[src/rtl/core/mcv_pkg.sv]
// package for the map cursor and viewport controller: constants, rom and helpers
`default_nettype none
package mcv_pkg;

  localparam int WindowWidthDef  = 128;
  localparam int WindowHeightDef = 160;
  localparam int ZoomLevelsDef   = 6;

  localparam int LevelW   = 3;
  localparam int PixW     = 14;
  localparam int CoordW   = 32;
  localparam int DvdW     = 47;   // |delta| (33 bits) times limit (14 bits)
  localparam int DvsW     = 17;   // bounding box span or pixel limit
  localparam int InDataW  = 104;
  localparam int OutDataW = 144;

  localparam logic [LevelW-1:0] RomLast = 3'd5;
  localparam logic [LevelW-1:0] LevelRst = 3'd2;

  typedef enum logic [2:0] {
    CMD_ZOOM_IN    = 3'd0,
    CMD_ZOOM_OUT   = 3'd1,
    CMD_APPLY_ZOOM = 3'd2,
    CMD_CURSOR_BY  = 3'd3,
    CMD_CURSOR_TO  = 3'd4,
    CMD_WIN_PIXEL  = 3'd5,
    CMD_WIN_LONLAT = 3'd6,
    CMD_STATUS     = 3'd7
  } cmd_t;

  typedef struct packed {
    logic signed [CoordW-1:0] north;
    logic signed [CoordW-1:0] west;
    logic signed [CoordW-1:0] south;
    logic signed [CoordW-1:0] east;
  } box_t;

  // bounding box per applied level, levels past the last entry use the last
  function automatic box_t rom_box(input logic [LevelW-1:0] idx);
    box_t b;
    unique case (idx)
      3'd0:    b = '{32'sd5364463, -32'sd11373047, 32'sd5343572, -32'sd11337891};
      3'd1:    b = '{32'sd5364464, -32'sd11373047, 32'sd5343572, -32'sd11337891};
      3'd2:    b = '{32'sd5361858, -32'sd11368652, 32'sd5340953, -32'sd11333496};
      3'd3:    b = '{32'sd5360554, -32'sd11368652, 32'sd5339643, -32'sd11333496};
      3'd4:    b = '{32'sd5360554, -32'sd11367554, 32'sd5339643, -32'sd11332397};
      default: b = '{32'sd5360228, -32'sd11367554, 32'sd5339316, -32'sd11332397};
    endcase
    return b;
  endfunction

endpackage
`default_nettype wire

[src/rtl/core/mcv_div.sv]
// restoring divider, one quotient bit per cycle
`default_nettype none
module mcv_div import mcv_pkg::*; (
  input  wire logic            clk,
  input  wire logic            rst,
  input  wire logic            start,
  input  wire logic [DvdW-1:0] dividend,
  input  wire logic [DvsW-1:0] divisor,
  output logic                 done,
  output logic [DvdW-1:0]      quotient
);

  localparam int CntW = $clog2(DvdW + 1);

  logic [DvsW-1:0] rem;
  logic [DvsW-1:0] dvs;
  logic [CntW-1:0] cnt;
  logic            busy;
  logic [DvsW:0]   sh;
  logic            fits;

  assign sh   = {rem, quotient[DvdW-1]};
  assign fits = sh >= {1'b0, dvs};

  always_ff @(posedge clk) begin
    if (rst) begin
      busy <= 1'b0;
      done <= 1'b0;
      cnt  <= '0;
    end else begin
      done <= 1'b0;
      if (start) begin
        busy <= 1'b1;
        cnt  <= CntW'(DvdW);
      end else if (busy) begin
        cnt <= cnt - 1'b1;
        if (cnt == CntW'(1)) begin
          busy <= 1'b0;
          done <= 1'b1;
        end
      end
    end
  end

  always_ff @(posedge clk) begin
    if (start) begin
      rem      <= '0;
      dvs      <= divisor;
      quotient <= dividend;
    end else if (busy) begin
      rem      <= fits ? DvsW'(sh - {1'b0, dvs}) : sh[DvsW-1:0];
      quotient <= {quotient[DvdW-2:0], fits};
    end
  end

endmodule
`default_nettype wire

[src/rtl/core/map_cursor_viewport_controller_core.sv]
// top level: command sequencer, position state and shared multiply/divide unit
// zoom, window-to-pixel and status commands pass from accept through a prep state to the done state;
// conversion commands (apply zoom, cursor by/to, window to lon/lat) run two conversions, x/lon then
// y/lat, each a multiply, divider load, one divider step per quotient bit and write back; a new
// command is taken only once the last result has gone into the output register; reset: synchronous,
// levels to 2, cursor, lon/lat and window 0; a result not yet taken holds the next command in the done state
`default_nettype none
module map_cursor_viewport_controller_core import mcv_pkg::*; #(
  parameter int WINDOW_WIDTH  = WindowWidthDef,
  parameter int WINDOW_HEIGHT = WindowHeightDef,
  parameter int ZOOM_LEVELS   = ZoomLevelsDef
) (
  input  wire logic                clk,
  input  wire logic                rst,
  input  wire logic                s_tvalid,
  output logic                     s_tready,
  // command[2:0], pos_x[18:3], pos_y[34:19], target_lon[66:35], target_lat[98:67]
  input  wire logic [InDataW-1:0]  s_tdata,
  output logic                     m_tvalid,
  input  wire logic                m_tready,
  // pending_level[2:0], active_level[5:3], cursor_px[19:6], cursor_py[33:20],
  // cursor_longitude[65:34], cursor_latitude[97:66], view_x[111:98], view_y[125:112],
  // visible[126], screen_x[133:127], screen_y[141:134], zero pad
  output logic [OutDataW-1:0]      m_tdata
);

  typedef enum logic [4:0] {
    S_IDLE = 5'b00001,
    S_PREP = 5'b00010,
    S_MUL  = 5'b00100,
    S_DIV  = 5'b01000,
    S_DONE = 5'b10000
  } state_t;

  state_t state;

  // latched command
  cmd_t                     cmd;
  logic signed [15:0]       pos_x;
  logic signed [15:0]       pos_y;
  logic signed [CoordW-1:0] tgt_lon;
  logic signed [CoordW-1:0] tgt_lat;
  logic                     axis;    // 0 works on x/lon, 1 on y/lat

  // kept state
  logic [LevelW-1:0]        requested_level;
  logic [LevelW-1:0]        applied_level;
  logic [PixW-1:0]          cur_x;
  logic [PixW-1:0]          cur_y;
  logic signed [CoordW-1:0] cur_lon;
  logic signed [CoordW-1:0] cur_lat;
  logic [PixW-1:0]          win_x;
  logic [PixW-1:0]          win_y;

  // shared unit operands
  logic [DvdW-1:0]          div_dvd;
  logic [DvsW-1:0]          div_dvs;
  logic                     div_start;
  logic                     div_done;
  logic [DvdW-1:0]          div_q;
  logic                     neg;     // sign of the quotient

  // level dependent values
  logic [LevelW-1:0]        rom_idx;
  box_t                     box;
  logic [PixW-1:0]          lim;
  logic signed [15:0]       hi_wx;
  logic signed [15:0]       hi_wy;
  logic [PixW-1:0]          hi_x;
  logic [PixW-1:0]          hi_y;

  assign rom_idx = (applied_level > RomLast) ? RomLast : applied_level;
  assign box     = rom_box(rom_idx);
  assign lim     = PixW'((15'd512 << rom_idx) - 15'd1);
  assign hi_wx   = $signed({2'b00, lim}) - 16'(WINDOW_WIDTH);
  assign hi_wy   = $signed({2'b00, lim}) - 16'(WINDOW_HEIGHT);
  assign hi_x    = hi_wx[15] ? '0 : hi_wx[PixW-1:0];
  assign hi_y    = hi_wy[15] ? '0 : hi_wy[PixW-1:0];

  // clamp a signed pixel value to 0..hi
  function automatic logic [PixW-1:0] clamp18(input logic signed [17:0] v,
                                              input logic [PixW-1:0] hi);
    logic [PixW-1:0] r;
    if (v[17])                          r = '0;
    else if (v > $signed({4'b0, hi}))   r = hi;
    else                                r = v[PixW-1:0];
    return r;
  endfunction

  // cursor move target before the clamp
  logic signed [17:0] mv_x;
  logic signed [17:0] mv_y;
  always_comb begin
    if (cmd == CMD_CURSOR_BY) begin
      mv_x = $signed({4'b0, cur_x}) + 18'(pos_x);
      mv_y = $signed({4'b0, cur_y}) + 18'(pos_y);
    end else begin
      mv_x = 18'(pos_x);
      mv_y = 18'(pos_y);
    end
  end

  // multiply operands: degrees to pixels, or pixels to degrees
  logic                     to_px;
  logic signed [CoordW-1:0] src;
  logic signed [32:0]       delta;
  logic [32:0]              mag;
  logic [32:0]              mul_a;
  logic [DvsW-1:0]          mul_b;
  logic [DvsW-1:0]          span;
  logic [49:0]              prod;

  assign to_px = (cmd == CMD_APPLY_ZOOM) || (cmd == CMD_WIN_LONLAT);

  always_comb begin
    if (cmd == CMD_APPLY_ZOOM) src = axis ? cur_lat : cur_lon;
    else                       src = axis ? tgt_lat : tgt_lon;
    // latitude runs north to south, so its difference is taken from the north edge
    if (axis) begin
      delta = 33'(box.north) - 33'(src);
      span  = DvsW'(box.north - box.south);
    end else begin
      delta = 33'(src) - 33'(box.west);
      span  = DvsW'(box.east - box.west);
    end
    mag = delta[32] ? 33'(-delta) : 33'(delta);
    if (to_px) begin
      mul_a = mag;
      mul_b = DvsW'(lim);
    end else begin
      mul_a = 33'(axis ? cur_y : cur_x);
      mul_b = span;
    end
    prod = mul_a * mul_b;
  end

  // quotient clamped into a pixel range
  logic [PixW-1:0] q_hi;
  logic [PixW-1:0] q_px;
  always_comb begin
    if (cmd == CMD_WIN_LONLAT) q_hi = axis ? hi_y : hi_x;
    else                       q_hi = lim;
    if (neg && (div_q != '0))              q_px = '0;
    else if (div_q > DvdW'(q_hi))          q_px = q_hi;
    else                                   q_px = div_q[PixW-1:0];
  end

  mcv_div u_div (
    .clk      (clk),
    .rst      (rst),
    .start    (div_start),
    .dividend (div_dvd),
    .divisor  (div_dvs),
    .done     (div_done),
    .quotient (div_q)
  );

  // visibility and screen offset from the updated state
  logic [15:0] dx;
  logic [15:0] dy;
  logic        vis;
  assign dx  = {2'b00, cur_x} - {2'b00, win_x};
  assign dy  = {2'b00, cur_y} - {2'b00, win_y};
  assign vis = (win_x < cur_x) && ({2'b00, cur_x} < {2'b00, win_x} + 16'(WINDOW_WIDTH)) &&
               (win_y < cur_y) && ({2'b00, cur_y} < {2'b00, win_y} + 16'(WINDOW_HEIGHT));

  assign s_tready = (state == S_IDLE);

  always_ff @(posedge clk) begin
    if (rst) begin
      state           <= S_IDLE;
      div_start       <= 1'b0;
      m_tvalid        <= 1'b0;
      requested_level <= LevelRst;
      applied_level   <= LevelRst;
      cur_x           <= '0;
      cur_y           <= '0;
      cur_lon         <= '0;
      cur_lat         <= '0;
      win_x           <= '0;
      win_y           <= '0;
    end else begin
      div_start <= 1'b0;
      if (m_tvalid && m_tready) m_tvalid <= 1'b0;
      unique case (state)
        S_IDLE: begin
          if (s_tvalid) state <= S_PREP;
        end
        S_PREP: begin
          state <= S_DONE;
          unique case (cmd)
            CMD_ZOOM_IN: begin
              if (requested_level < LevelW'(ZOOM_LEVELS - 1))
                requested_level <= requested_level + 1'b1;
            end
            CMD_ZOOM_OUT: begin
              if (requested_level != '0) requested_level <= requested_level - 1'b1;
            end
            CMD_APPLY_ZOOM: begin
              applied_level <= requested_level;
              state         <= S_MUL;
            end
            CMD_CURSOR_BY, CMD_CURSOR_TO: begin
              cur_x <= clamp18(mv_x, lim);
              cur_y <= clamp18(mv_y, lim);
              state <= S_MUL;
            end
            CMD_WIN_PIXEL: begin
              win_x <= clamp18(18'(pos_x), hi_x);
              win_y <= clamp18(18'(pos_y), hi_y);
            end
            CMD_WIN_LONLAT: state <= S_MUL;
            default: ;
          endcase
        end
        S_MUL: begin
          div_start <= 1'b1;
          state     <= S_DIV;
        end
        S_DIV: begin
          if (div_done) begin
            unique case (cmd)
              CMD_APPLY_ZOOM: begin
                if (axis) cur_y <= q_px;
                else      cur_x <= q_px;
              end
              CMD_WIN_LONLAT: begin
                if (axis) win_y <= q_px;
                else      win_x <= q_px;
              end
              default: begin
                if (axis) cur_lat <= box.north - CoordW'(div_q);
                else      cur_lon <= box.west + CoordW'(div_q);
              end
            endcase
            state <= axis ? S_DONE : S_MUL;
          end
        end
        S_DONE: begin
          if (!m_tvalid || m_tready) begin
            m_tvalid <= 1'b1;
            state    <= S_IDLE;
          end
        end
        default: state <= S_IDLE;
      endcase
    end
  end

  // payload registers
  always_ff @(posedge clk) begin
    if (state == S_IDLE && s_tvalid) begin
      cmd     <= cmd_t'(s_tdata[2:0]);
      pos_x   <= s_tdata[18:3];
      pos_y   <= s_tdata[34:19];
      tgt_lon <= s_tdata[66:35];
      tgt_lat <= s_tdata[98:67];
      axis    <= 1'b0;
    end else if (state == S_DIV && div_done) begin
      axis <= 1'b1;
    end
    if (state == S_MUL) begin
      div_dvd <= prod[DvdW-1:0];
      div_dvs <= to_px ? span : DvsW'(lim);
      neg     <= to_px && delta[32];
    end
    if (state == S_DONE && (!m_tvalid || m_tready)) begin
      m_tdata <= {2'b00,
                  vis ? dy[7:0] : 8'd0,
                  vis ? dx[6:0] : 7'd0,
                  vis,
                  win_y, win_x,
                  cur_lat, cur_lon,
                  cur_y, cur_x,
                  applied_level, requested_level};
    end
  end

endmodule
`default_nettype wire

[config.mk]
export PLATFORM = sky130hd
export DESIGN_NAME = map_cursor_viewport_controller_core
export DESIGN_NICKNAME = d
export VERILOG_FILES = /design/src/rtl/core/mcv_pkg.sv /design/src/rtl/core/mcv_div.sv /design/src/rtl/core/map_cursor_viewport_controller_core.sv
export SDC_FILE = /design/constraint.sdc
export NUM_CORES = 2
export LEC_CHECK = 0
export BUFFER_PORTS_ARGS = -buffer_cell sky130_fd_sc_hd__buf_2
export CORE_MARGIN = 2
export CORE_UTILIZATION = 58
export DETAILED_ROUTE_END_ITERATION = 10
export HOLD_SLACK_MARGIN = 0.08
export PLACE_DENSITY_LB_ADDON = 0.08
export SYNTH_ARGS = -nofsm -noshare
export SYNTH_HDL_FRONTEND = slang
export SYNTH_HIERARCHICAL = 1
export SYNTH_SLANG_ARGS = --single-unit
[constraint.sdc]
create_clock -name clk -period 13.2 [get_ports clk]
set_clock_uncertainty 0.1 [all_clocks]
set_input_delay 3.3 -clock clk [delete_from_list [all_inputs] [get_ports clk]]
set_output_delay 3.3 -clock clk [all_outputs]
set_load 0.02 [all_outputs]
==> results.cfg <==
[critical_path]
cp_num_cells = 42
endpoint = div_dvd[45]
cp_max_fo = 24
critical_path_class = reg -> reg
rr_worst_depth = 42
ff2ff_setup_slack_ps = 740
crit_family = compound AO/OA/AOI/OAI gates
cp-end-kind = flip-flop
slowest_stage = edfxtp_1
critPathLaunch = cmd[1]
crit_required_ps = 13510
cp.buffers_inverters = 10
worstPathArrival_ps = 12770
startpoint_type = flip-flop
regToRegEndpoint = div_dvd[45]
reg2reg_from = cmd[1]
crit_path_max_incr_delay_ps = 730

[sta]
rsz0062_at_grt = no
fin_tns_setup_ps = 0
period_needed_ps = 12460
fin_crit_sh = 0.944
holdWs_ps = 320
setup_violations = 0
tightest_slew_ps = 1290
fmax_mhz = 80.3
setup_slack_ps = 740
max_slew_margin = 0.134
hold_viol = 0
report.final.slew_viol_count = 0

[floorplanning]
die_h_um = 293
core-area_sq_um = 82200
chipWidth_um = 293
num_rows = 105
initial_core_util = 0.588
dieArea_sq_um = 85600
pin_count = 254

[global_routing]
grt_pass1_vias = 38000
grt_max_degree = 92
antenna_found_initial = 3
grt-ovfl-total = 0
grt_pass1_wl_mm = 223
grt_use_total = 0.338

[logic_synthesis]
synth_top_family_by_area = adder cells
synth_compound_area_frac = 0.134
synthTopCellsByArea = edfxtp_1 23%, fa_1 20%, ha_1 8.3%
yosys_warnings = 6
yosysSeqAreaShare = 0.296
synth_edf_count = 370
syn_avg_cell_area_sq_um = 9.51
synthCells = 5081
synthesis.area_sq_um = 48300
yosys.area.top_type_share = 0.230
yosys.area_share.simple = 0.143
synthMuxAreaShare = 0.0396
synth_fa_ha_area_frac = 0.279
synth_seq_cells = 529
synth_top_cell_by_area = edfxtp_1
synth_xor_xnor_area_share = 0.0350
async_flop_share = 0
synth_cell_types = 102
synthFlopType = edfxtp_1

[clock_network]
clockBufferDepth = 3
cts_tree = done
clkTransAtPathRegs_ps = 70
cts_buffers = 58
root_buffer = clkbuf_16
clk_latency_ps = 670
cts.sinks = 529
postCtsHoldBufs = 0
htreeDepth = 2

[finish]
nNetsFinal = 6255
post-route-cell-area_sq_um = 53300
final_cell_mix = 704 x inv_1, 602 x nand2_1, 472 x fa_1
num_antenna_cells = 0
drive_gt1_frac = 0.114
final_common_cell = inv_1
syn_to_final_growth_pct = 10.4

[drt]
drt_first_pass_iters = 6
drc = 0
first_iter_violations = 3508
post_drt_wl_per_cell_um = 22.2
wl_mm = 144
via_count = 38700
routed_via_density = 5.98
ant_nets = 0

[placed_design]
placed_cell_area_sq_um = 51200
dpl_worst_slack_ps = 450
hpwlAfterDp_mm = 112
io_buffers = 246
gp_congestion = 0.967

[hold_path]
hold_start = div_dvs[16]
hp-class = reg -> reg

[pwr]
pwr_density_cell_nw_per_um2 = 194
ir_worst_vdd_mv = 0.365
finalPower_mw = 10.3
p_leak_nw = 23.2

[run]
drv_cap = 0

[status]
status = finished, final reports clean
## repair_timing
action | CTS | global route
gates resized for setup | 0 | 12
setup endpoints to repair | 0 | 6
buffers inserted | 0 | 3
## report_power, final
part / internal (mW) / switching, mW
clock network: 1.00 / 0.729
registers: 2.09 / 0.0501
logic: 2.54 / 3.94
total: 5.62 / 4.72
## synthesized netlist by cell type, types with 22 or more instances
| library cell | number |
|---|---|
| or3_1 | 28 |
| dfxtp_1 | 159 |
| a31oi_1 | 59 |
| mux4_2 | 23 |
| a21oi_1 | 244 |
| o31ai_1 | 22 |
| o21ai_0 | 234 |
| o21a_1 | 45 |
| fa_1 | 472 |
| nand2b_1 | 39 |
| nand2_1 | 603 |
| edfxtp_1 | 370 |
| mux2_2 | 62 |
| mux2i_1 | 65 |
| clkbuf_1 | 186 |
| nor3_1 | 93 |
| nor2b_1 | 48 |
| ha_1 | 321 |
| and3_1 | 28 |
| nand3_1 | 88 |
| nor2_1 | 322 |
| and2_1 | 75 |
| xnor2_1 | 130 |
| xor2_1 | 63 |
| nor4_1 | 24 |
| nand4_1 | 28 |
| a21o_1 | 68 |
| a211oi_1 | 77 |
| o211ai_1 | 36 |
| inv_1 | 708 |
## state kept, by name (all words and copies together) (netlist names), 3 cells and up
| name | cells |
|---|---|
| tgt_lon | 32 |
| u_div/quotient | 47 |
| u_div/cnt | 6 |
| cur_lat | 32 |
| cur_y | 14 |
| div_dvs | 17 |
| u_div/dvs | 17 |
| applied_level | 3 |
| div_dvd | 47 |
| m_tdata | 142 |
| state | 5 |
| cmd | 3 |
| requested_level | 3 |
| win_x | 14 |
| u_div/rem | 17 |
| win_y | 14 |
| pos_x | 16 |
| cur_x | 14 |
| pos_y | 16 |
| cur_lon | 32 |
| tgt_lat | 32 |
## logic make-up (layout without fill, tap and decap cells)
logic type,Yosys count,in the layout
adders and majority gates,793,793
other,2,79
buffers and inverters,935,1181
muxes,153,153
and+or+nand+nor,1481,1481
AOI/OAI and AO/OA,995,995
DFF,529,529
xor gates and xnor gates,193,193
## area by class of cell
type	count	area (sq um)
Tap cell	1070	1340
Timing Repair Buffer	359	2090
Fill cell	6974	28900
Clock buffer	76	1630
Inverter	712	2680
Multi-Input combinational cell	3694	30900
Sequential cell	529	14300
Clock inverter	34	417
## worst min-delay path by stage
stage	cells after the start	end	slack [ps]
after floorplan	0	u_div/dvs[0]	300
after global placement	0	u_div/dvs[15]	300
after detailed placement	0	u_div/dvs[16]	310
after CTS	0	u_div/dvs[1]	320
after global routing	0	u_div/dvs[15]	320
final	0	u_div/dvs[16]	320
## routing by layer
layer / GRT usage / part of all wire / vias to the layer above
met2: 0.567 / 0.48 / 1471
met3: 0.0476 / 0.073 / 349
met5: 0 / 0.000063 / -
met1: 0.447 / 0.40 / 19100
li1: - / - / 17800
met4: 0.128 / 0.044 / 2
## through the flow
stage,utilization,cells
3_5_place_dp,0.623,6361
6_report,0.648,6474
4_1_cts,0.647,6471
5_1_grt,0.648,6474
3_3_place_gp,0.623,6361
2_1_floorplan,-,5158
(Power assumes the default switching activity.)
